File: config.mk
export PLATFORM = sky130hd
export DESIGN_NAME = button_tap_press_classifier_core
export DESIGN_NICKNAME = d
export VERILOG_FILES = /design/src/rtl/core/bttpc_pkg.sv /design/src/rtl/core/bttpc_cfg_regs.sv /design/src/rtl/core/bttpc_tracker.sv /design/src/rtl/core/button_tap_press_classifier_core.sv
export SDC_FILE = /design/constraint.sdc
export NUM_CORES = 1
export LEC_CHECK = 0
export ABC_CLOCK_PERIOD_IN_PS = 4700
export BUFFER_PORTS_ARGS = -buffer_cell sky130_fd_sc_hd__buf_2
export CORE_MARGIN = 5
export CORE_UTILIZATION = 55
export DETAILED_ROUTE_END_ITERATION = 6
export HOLD_SLACK_MARGIN = 0.05
export PLACE_DENSITY = 0.76
export SKIP_CTS_REPAIR_TIMING = 1
export SLEW_MARGIN = 10
export SYNTH_ARGS = -nofsm -noshare
export SYNTH_HDL_FRONTEND = slang
export SYNTH_SLANG_ARGS = --single-unit
File: constraint.sdc
create_clock -name i_clk -period 4.7 [get_ports i_clk]
set_input_delay 0.94 -clock i_clk [delete_from_list [all_inputs] [get_ports i_clk]]
set_output_delay 0.94 -clock i_clk [all_outputs]
set_load 0.005 [all_outputs]
File: src/rtl/core/bttpc_pkg.sv
// Shared types and constants for the button tap and press classifier.
package bttpc_pkg;

    localparam int CFG_IDX_W = 4;
    localparam int CFG_DATA_W = 16;
    localparam int TIME_W = 32;
    localparam int TAP_W = 8;

    typedef logic [CFG_IDX_W-1:0] t_cfg_idx;

    localparam t_cfg_idx CFG_DEBOUNCE_TIME      = 4'd0;
    localparam t_cfg_idx CFG_DOUBLE_TAP_GAP     = 4'd1;
    localparam t_cfg_idx CFG_LONG_PRESS_TIME    = 4'd2;
    localparam t_cfg_idx CFG_FACTORY_RESET_TIME = 4'd3;

    localparam logic [CFG_DATA_W-1:0] DEBOUNCE_TIME_RST      = 16'd50;
    localparam logic [CFG_DATA_W-1:0] DOUBLE_TAP_GAP_RST     = 16'd400;
    localparam logic [CFG_DATA_W-1:0] LONG_PRESS_TIME_RST    = 16'd3000;
    localparam logic [CFG_DATA_W-1:0] FACTORY_RESET_TIME_RST = 16'd10000;

    localparam logic [TAP_W-1:0] TAP_MAX = 8'd255;

    typedef struct packed {
        logic              button_down;
        logic [TIME_W-1:0] now_ms;
    } t_in_item;

    typedef struct packed {
        logic [TAP_W-1:0] taps_done;
        logic             long_press_event;
        logic             factory_reset_event;
    } t_out_item;

    typedef struct packed {
        logic [CFG_DATA_W-1:0] debounce_time;
        logic [CFG_DATA_W-1:0] double_tap_gap;
        logic [CFG_DATA_W-1:0] long_press_time;
        logic [CFG_DATA_W-1:0] factory_reset_time;
    } t_cfg;

endpackage

File: src/rtl/core/bttpc_cfg_regs.sv
// Configuration register file for the button tap and press classifier.
module bttpc_cfg_regs (
    input  logic                                i_clk,
    input  logic                                i_rst_n,
    input  logic                                i_wr_en,
    input  bttpc_pkg::t_cfg_idx                 i_wr_idx,
    input  logic [bttpc_pkg::CFG_DATA_W-1:0]    i_wr_data,
    output bttpc_pkg::t_cfg                     o_cfg
);

    bttpc_pkg::t_cfg r_cfg;
    bttpc_pkg::t_cfg n_cfg;

    always_comb begin
        n_cfg = r_cfg;
        if (i_wr_en) begin
            case (i_wr_idx)
                bttpc_pkg::CFG_DEBOUNCE_TIME:      n_cfg.debounce_time      = i_wr_data;
                bttpc_pkg::CFG_DOUBLE_TAP_GAP:     n_cfg.double_tap_gap     = i_wr_data;
                bttpc_pkg::CFG_LONG_PRESS_TIME:    n_cfg.long_press_time    = i_wr_data;
                bttpc_pkg::CFG_FACTORY_RESET_TIME: n_cfg.factory_reset_time = i_wr_data;
                default:                           n_cfg = r_cfg;
            endcase
        end
    end

    always_ff @(posedge i_clk) begin
        if (!i_rst_n) begin
            r_cfg.debounce_time      <= bttpc_pkg::DEBOUNCE_TIME_RST;
            r_cfg.double_tap_gap     <= bttpc_pkg::DOUBLE_TAP_GAP_RST;
            r_cfg.long_press_time    <= bttpc_pkg::LONG_PRESS_TIME_RST;
            r_cfg.factory_reset_time <= bttpc_pkg::FACTORY_RESET_TIME_RST;
        end else begin
            r_cfg <= n_cfg;
        end
    end

    assign o_cfg = r_cfg;

endmodule

File: src/rtl/core/bttpc_tracker.sv
// Press and tap state tracking with one-sample result generation.
module bttpc_tracker (
    input  logic                 i_clk,
    input  logic                 i_rst_n,
    input  logic                 i_fire,
    input  bttpc_pkg::t_in_item  i_item,
    input  bttpc_pkg::t_cfg      i_cfg,
    output bttpc_pkg::t_out_item o_result
);

    logic                              r_pressed;
    logic [bttpc_pkg::TIME_W-1:0]      r_press_start;
    logic [bttpc_pkg::TIME_W-1:0]      r_last_tap;
    logic [bttpc_pkg::TAP_W-1:0]       r_tap_cnt;
    logic                              r_long_done;
    logic                              r_vlong_done;

    logic                              n_pressed;
    logic [bttpc_pkg::TIME_W-1:0]      n_press_start;
    logic [bttpc_pkg::TIME_W-1:0]      n_last_tap;
    logic [bttpc_pkg::TAP_W-1:0]       n_tap_cnt;
    logic                              n_long_done;
    logic                              n_vlong_done;

    logic                              new_press;
    logic                              release_ev;
    logic                              ld1;
    logic                              vld1;
    logic [bttpc_pkg::TIME_W-1:0]      held;
    logic [bttpc_pkg::TIME_W-1:0]      gap;
    logic                              gap_lt;
    logic                              gap1_lt;
    logic                              is_tap;
    logic [bttpc_pkg::TAP_W-1:0]       tc1;
    logic                              fact_ev;
    logic                              long_ev;
    logic                              report;

    always_comb begin
        new_press  = i_item.button_down && !r_pressed;
        release_ev = !i_item.button_down && r_pressed;
        ld1        = new_press ? 1'b0 : r_long_done;
        vld1       = new_press ? 1'b0 : r_vlong_done;
        held       = new_press ? '0 : (i_item.now_ms - r_press_start);
        gap        = i_item.now_ms - r_last_tap;
        gap_lt     = gap < {{(bttpc_pkg::TIME_W-bttpc_pkg::CFG_DATA_W){1'b0}},
                            i_cfg.double_tap_gap};

        is_tap = release_ev && !ld1 && !vld1
              && (held >= {{(bttpc_pkg::TIME_W-bttpc_pkg::CFG_DATA_W){1'b0}},
                           i_cfg.debounce_time});

        tc1 = r_tap_cnt;
        if (is_tap) begin
            if (gap_lt && (r_tap_cnt != '0)) begin
                if (r_tap_cnt != bttpc_pkg::TAP_MAX) begin
                    tc1 = r_tap_cnt + 1'b1;
                end
            end else begin
                tc1 = {{(bttpc_pkg::TAP_W-1){1'b0}}, 1'b1};
            end
        end

        fact_ev = i_item.button_down && !vld1
               && (held >= {{(bttpc_pkg::TIME_W-bttpc_pkg::CFG_DATA_W){1'b0}},
                            i_cfg.factory_reset_time});
        long_ev = i_item.button_down && !ld1 && !vld1 && !fact_ev
               && (held >= {{(bttpc_pkg::TIME_W-bttpc_pkg::CFG_DATA_W){1'b0}},
                            i_cfg.long_press_time});

        gap1_lt = is_tap ? (i_cfg.double_tap_gap != '0) : gap_lt;
        report  = !i_item.button_down && (tc1 != '0)
               && !((tc1 == {{(bttpc_pkg::TAP_W-1){1'b0}}, 1'b1}) && gap1_lt);

        n_pressed     = i_item.button_down;
        n_press_start = new_press ? i_item.now_ms : r_press_start;
        n_last_tap    = is_tap ? i_item.now_ms : r_last_tap;
        n_long_done   = ld1 || long_ev;
        n_vlong_done  = vld1 || fact_ev;
        n_tap_cnt     = (fact_ev || long_ev || report) ? '0 : tc1;

        o_result.taps_done           = report ? tc1 : '0;
        o_result.long_press_event    = long_ev;
        o_result.factory_reset_event = fact_ev;
    end

    always_ff @(posedge i_clk) begin
        if (!i_rst_n) begin
            r_pressed     <= 1'b0;
            r_press_start <= '0;
            r_last_tap    <= '0;
            r_tap_cnt     <= '0;
            r_long_done   <= 1'b0;
            r_vlong_done  <= 1'b0;
        end else if (i_fire) begin
            r_pressed     <= n_pressed;
            r_press_start <= n_press_start;
            r_last_tap    <= n_last_tap;
            r_tap_cnt     <= n_tap_cnt;
            r_long_done   <= n_long_done;
            r_vlong_done  <= n_vlong_done;
        end
    end

endmodule

File: src/rtl/core/button_tap_press_classifier_core.sv
// Top level of the button tap and press classifier: request registers and result register.
//
// One request (button level plus millisecond timestamp) is taken every clock cycle
// unless the result register is stalled, and gives exactly one result: the request
// is held in the request register, the tracker update works on it there, and its
// result is captured in the result register when the update fires.
// The tracker's compare/subtract logic updates all press and tap state at once, so a
// sustained throughput of one request per cycle holds as long as results are taken.
// Reported taps come out when the button is released; unless the double-tap gap is
// zero, a lone tap waits until a later request shows the double-tap gap has passed.
// Configuration writes are always accepted; indexes outside 0..3 are ignored.
module button_tap_press_classifier_core (
    input  logic                             i_clk,
    input  logic                             i_rst_n,
    input  logic                             i_in_valid,
    output logic                             o_in_ready,
    input  bttpc_pkg::t_in_item              i_in_data,
    output logic                             o_out_valid,
    input  logic                             i_out_ready,
    output bttpc_pkg::t_out_item             o_out_data,
    input  logic                             i_cfg_valid,
    output logic                             o_cfg_ready,
    input  bttpc_pkg::t_cfg_idx              i_cfg_index,
    input  logic [bttpc_pkg::CFG_DATA_W-1:0] i_cfg_data
);

    logic                 r_in_valid;
    bttpc_pkg::t_in_item  r_in_item;
    logic                 r_out_valid;
    bttpc_pkg::t_out_item r_out_item;

    logic                 out_free;
    logic                 fire;
    bttpc_pkg::t_cfg      cfg;
    bttpc_pkg::t_out_item result;

    assign out_free    = !r_out_valid || i_out_ready;
    assign fire        = r_in_valid && out_free;
    assign o_in_ready  = !r_in_valid || out_free;
    assign o_cfg_ready = 1'b1;

    bttpc_cfg_regs u_cfg_regs (
        .i_clk     (i_clk),
        .i_rst_n   (i_rst_n),
        .i_wr_en   (i_cfg_valid),
        .i_wr_idx  (i_cfg_index),
        .i_wr_data (i_cfg_data),
        .o_cfg     (cfg)
    );

    bttpc_tracker u_tracker (
        .i_clk    (i_clk),
        .i_rst_n  (i_rst_n),
        .i_fire   (fire),
        .i_item   (r_in_item),
        .i_cfg    (cfg),
        .o_result (result)
    );

    always_ff @(posedge i_clk) begin
        if (!i_rst_n) begin
            r_in_valid  <= 1'b0;
            r_out_valid <= 1'b0;
        end else begin
            if (o_in_ready) begin
                r_in_valid <= i_in_valid;
            end
            if (out_free) begin
                r_out_valid <= r_in_valid;
            end
        end
    end

    always_ff @(posedge i_clk) begin
        if (i_in_valid && o_in_ready) begin
            r_in_item <= i_in_data;
        end
        if (fire) begin
            r_out_item <= result;
        end
    end

    assign o_out_valid = r_out_valid;
    assign o_out_data  = r_out_item;

    a_fire_fills_out: assert property (@(posedge i_clk) disable iff (!i_rst_n)
        fire |=> r_out_valid)
        else $error("result register not filled after update");

    a_stall_holds_in: assert property (@(posedge i_clk) disable iff (!i_rst_n)
        (r_in_valid && !out_free) |=> (r_in_valid && $stable(r_in_item)))
        else $error("pending request lost during stall");

    a_single_event: assert property (@(posedge i_clk) disable iff (!i_rst_n)
        r_out_valid |-> !(r_out_item.long_press_event && r_out_item.factory_reset_event))
        else $error("long and factory events in one result");

    a_no_taps_with_event: assert property (@(posedge i_clk) disable iff (!i_rst_n)
        (r_out_valid && (r_out_item.long_press_event || r_out_item.factory_reset_event))
        |-> (r_out_item.taps_done == '0))
        else $error("taps reported while button held");

endmodule

==> results_dict.tcl <==
set metrics [dict create \
    viasPerCell 5.84 \
    overflow 0 \
    grt_pass1_wl_um 53700 \
    cp.arrival_ps 5110 \
    dieArea_um2 25500 \
    dp_slack_ps -384 \
    hold_class "flop to flop" \
    grt_usage_pct 25.3 \
    cp.required_ps 4890 \
    portBuffers 69 \
    ys_ff_latch 184 \
    clk_pin_slew_ps 80 \
    finalNonFillerCells 2025 \
    postSynthNetCount 1779 \
    dpl.hpwl_um 25400 \
    start_util_pct 56.2 \
    worst_hold_slack_ps 454 \
    drtIter0Drc 901 \
    p_leak_nw 5.78 \
    grt_pass1_vias 10900 \
    drc_errors 0 \
    num_antenna_cells 0 \
    place_inst 1980 \
    syn2layout_area_growth_pct 20.0 \
    io_pins 71 \
    clockRootBuffer "clkbuf_16" \
    max_freq_mhz 203 \
    rows 54 \
    ant_nets 0 \
    seq_area_frac_synth_pct 33.4 \
    busiest_layer "met2" \
    maxSlewViolCount 0 \
    finalSetupViolations 18 \
    tightest_slew_ps 1140 \
    min_from "u_tracker.r_last_tap[3]$_SDFFE_PN0P_" \
    fin_ws_ps -225 \
    ir_drop_mv 0.183 \
    worstSetupEndpointType "flop" \
    nets 1916 \
    rrSetupSlack_ps -220 \
    totalPowerFinal_mw 4.06 \
    violations "negative setup slack" \
    hold_depth 2 \
    num_vias 11800 \
    grt_max_degree 58 \
    gp_congestion 0.927 \
    cts_max_path_buffers 2 \
    clock_skew_ps 14.1 \
    clkSinkCount 184 \
    synth_area_per_cell_um2 7.73 \
    path_class "flop to flop" \
    cts_made_buffers 17 \
    r2r_start "r_in_item[0]$_DFFE_PP_" \
    synth_edf_count 43 \
    max_slew_margin_pct 23.3 \
    drive_gt1_share_pct 19.3 \
    synthCells 1595 \
    die_h_um 160 \
    yosys_warnings 0 \
    fin_tns_setup_ps -677 \
    finalCriticalPeriod_ps 4920 \
    drt_wl_total_um 35100 \
    synth_ff_type "dfxtp_1" \
    fp.dieW_um 160 \
    cts_tree "yes" \
    crit_fanout 7 \
    fin_crit_sh_pct 105 \
    met1_usage_pct 34.1 \
    antenna_found_initial 0 \
    worstSkewPairLatency_ps 440 \
    reg2regPathDepth 24 \
    core_area_um2 22000 \
    netlist_area_um2 12300 \
    fillers 1829 \
    async_flop_share_pct 0 \
    rsz0062_at_grt "true" \
    power.density_nw_per_um2 274 \
    cts-htree-levels 4 \
    first_pass_iters 6 \
    maxCapViolCount 0 \
    wire_per_inst_um 17.4 \
    globalRouteMet2Util_pct 42.6 \
    ys_types 89 \
    hold_viol 0 \
    grt_util_met3_pct 3.63 \
    status "finished, violations left" \
    cp-start-kind "flop" \
    critPathLaunch "r_in_item[0]$_DFFE_PP_" \
]
[report_power, final]
group | switching [mW] | internal (mW) | total [mW]
sequential | 0.0370 | 1.66 | 1.70
clock | 0.694 | 0.766 | 1.46
combinational | 0.523 | 0.377 | 0.900
[area by class of cell]
cell class / count / area [um2] / area share (%)
Clock buffer: 19 / 475 / 3.21
Clock inverter: 13 / 118 / 0.795
Inverter: 142 / 534 / 3.61
Multi-Input combinational cell: 1202 / 7870 / 53.2
Sequential cell: 184 / 4110 / 27.8
Tap cell: 280 / 350 / 2.37
Timing Repair Buffer: 185 / 1340 / 9.04
[path summary, 6_finish.rpt]
check	to
worst max-delay path	o_out_data[2]$_SDFFCE_PN0P_
worst min register to register	u_tracker.r_last_tap[3]$_SDFFE_PN0P_
worst min-delay path	u_tracker.r_last_tap[3]$_SDFFE_PN0P_
worst max register to register	o_out_data[2]$_SDFFCE_PN0P_
[layout by cell type, fill, tap and decap left out, types with 13 or more instances in the layout]
cell	n
nor2b_1	13
a21o_1	27
nand4_1	28
nand2_2	25
ha_1	121
o21a_1	18
buf_2	69
xor2_1	21
nor2_1	86
a21oi_1	184
nand2_1	306
edfxtp_1	43
nor3_1	23
o211ai_1	31
o21ai_0	44
clkbuf_16	23
inv_1	139
xnor2_1	19
nand3_1	21
dfxtp_1	141
buf_4	105
a21oi_2	22
[routing by layer]
layer  up-vias  share of wire (%)
met5         -                  0
li1       5852                  -
met1      5513                 44
met4         0                2.3
met2       413                 47
met3        53                6.5
[state kept, by name, summed over array words and instances, names as in the netlist, 8 cells and up]
register / count
u_cfg_regs.o_cfg: 64
u_tracker.r_press_start: 32
o_out_data: 10
u_tracker.r_tap_cnt: 8
r_in_item: 33
u_tracker.r_last_tap: 32
[cell usage after synthesis, types with 11 or more instances]
master	count	area, um2
nand4_1	28	175
o21a_1	18	135
o211ai_1	31	233
nand2_1	344	1290
dfxtp_1	141	2820
nor3_1	26	130
xnor2_1	19	166
o21ai_1	11	55.1
edfxtp_1	43	1290
a21o_1	27	203
nor4_1	12	75.1
nand3_1	22	110
xor2_1	21	184
a21oi_1	201	1010
o21ai_0	45	225
nor2b_1	14	87.6
inv_1	140	526
ha_1	124	1550
nor2_1	91	342
clkbuf_1	54	203
[critical path, cell delays in order (launching register included)]
cell and delay [ps]:
edfxtp_1 420, inv_2 100, ha_4 140, fa_2 240, nor2b_4 60, o2111ai_4 230
a21oi_2 100, or2_4 260, a21o_1 170, a21oi_2 130, xor2_1 180, nor2_2 70
ha_1 310, and3_4 190, a221oi_2 270, o31ai_1 110, a211oi_1 230, nand3b_1 160
nor4_4 360, nor2_4 120, buf_4 160, a21oi_4 150, o32a_1 210, a41oi_2 130
and3_1 170
[metrics by stage]
step                util, %  area, um2
global placement       61.8      13600
global route           67.4      14800
CTS                    64.5      14200
floorplan                 -      12300
finish                 67.4      14800
detailed placement     61.8      13600
[logic make-up (layout without fill, tap and decap cells)]
kind of cell | count (synthesis) | after routing | share of synthesized area, %
AOI/OAI and AO/OA | 424 | 424 | 21.7
xor gates and xnor gates | 40 | 40 | 2.84
adders and majority gates | 128 | 128 | 13.1
buffers and inverters | 209 | 359 | 6.52
DFF | 184 | 184 | 33.4
muxes | 7 | 7 | 0.589
other | 1 | 1 | 0.0304
and+or+nand+nor | 602 | 602 | 21.9
Power figures use the tool's default switching activity.
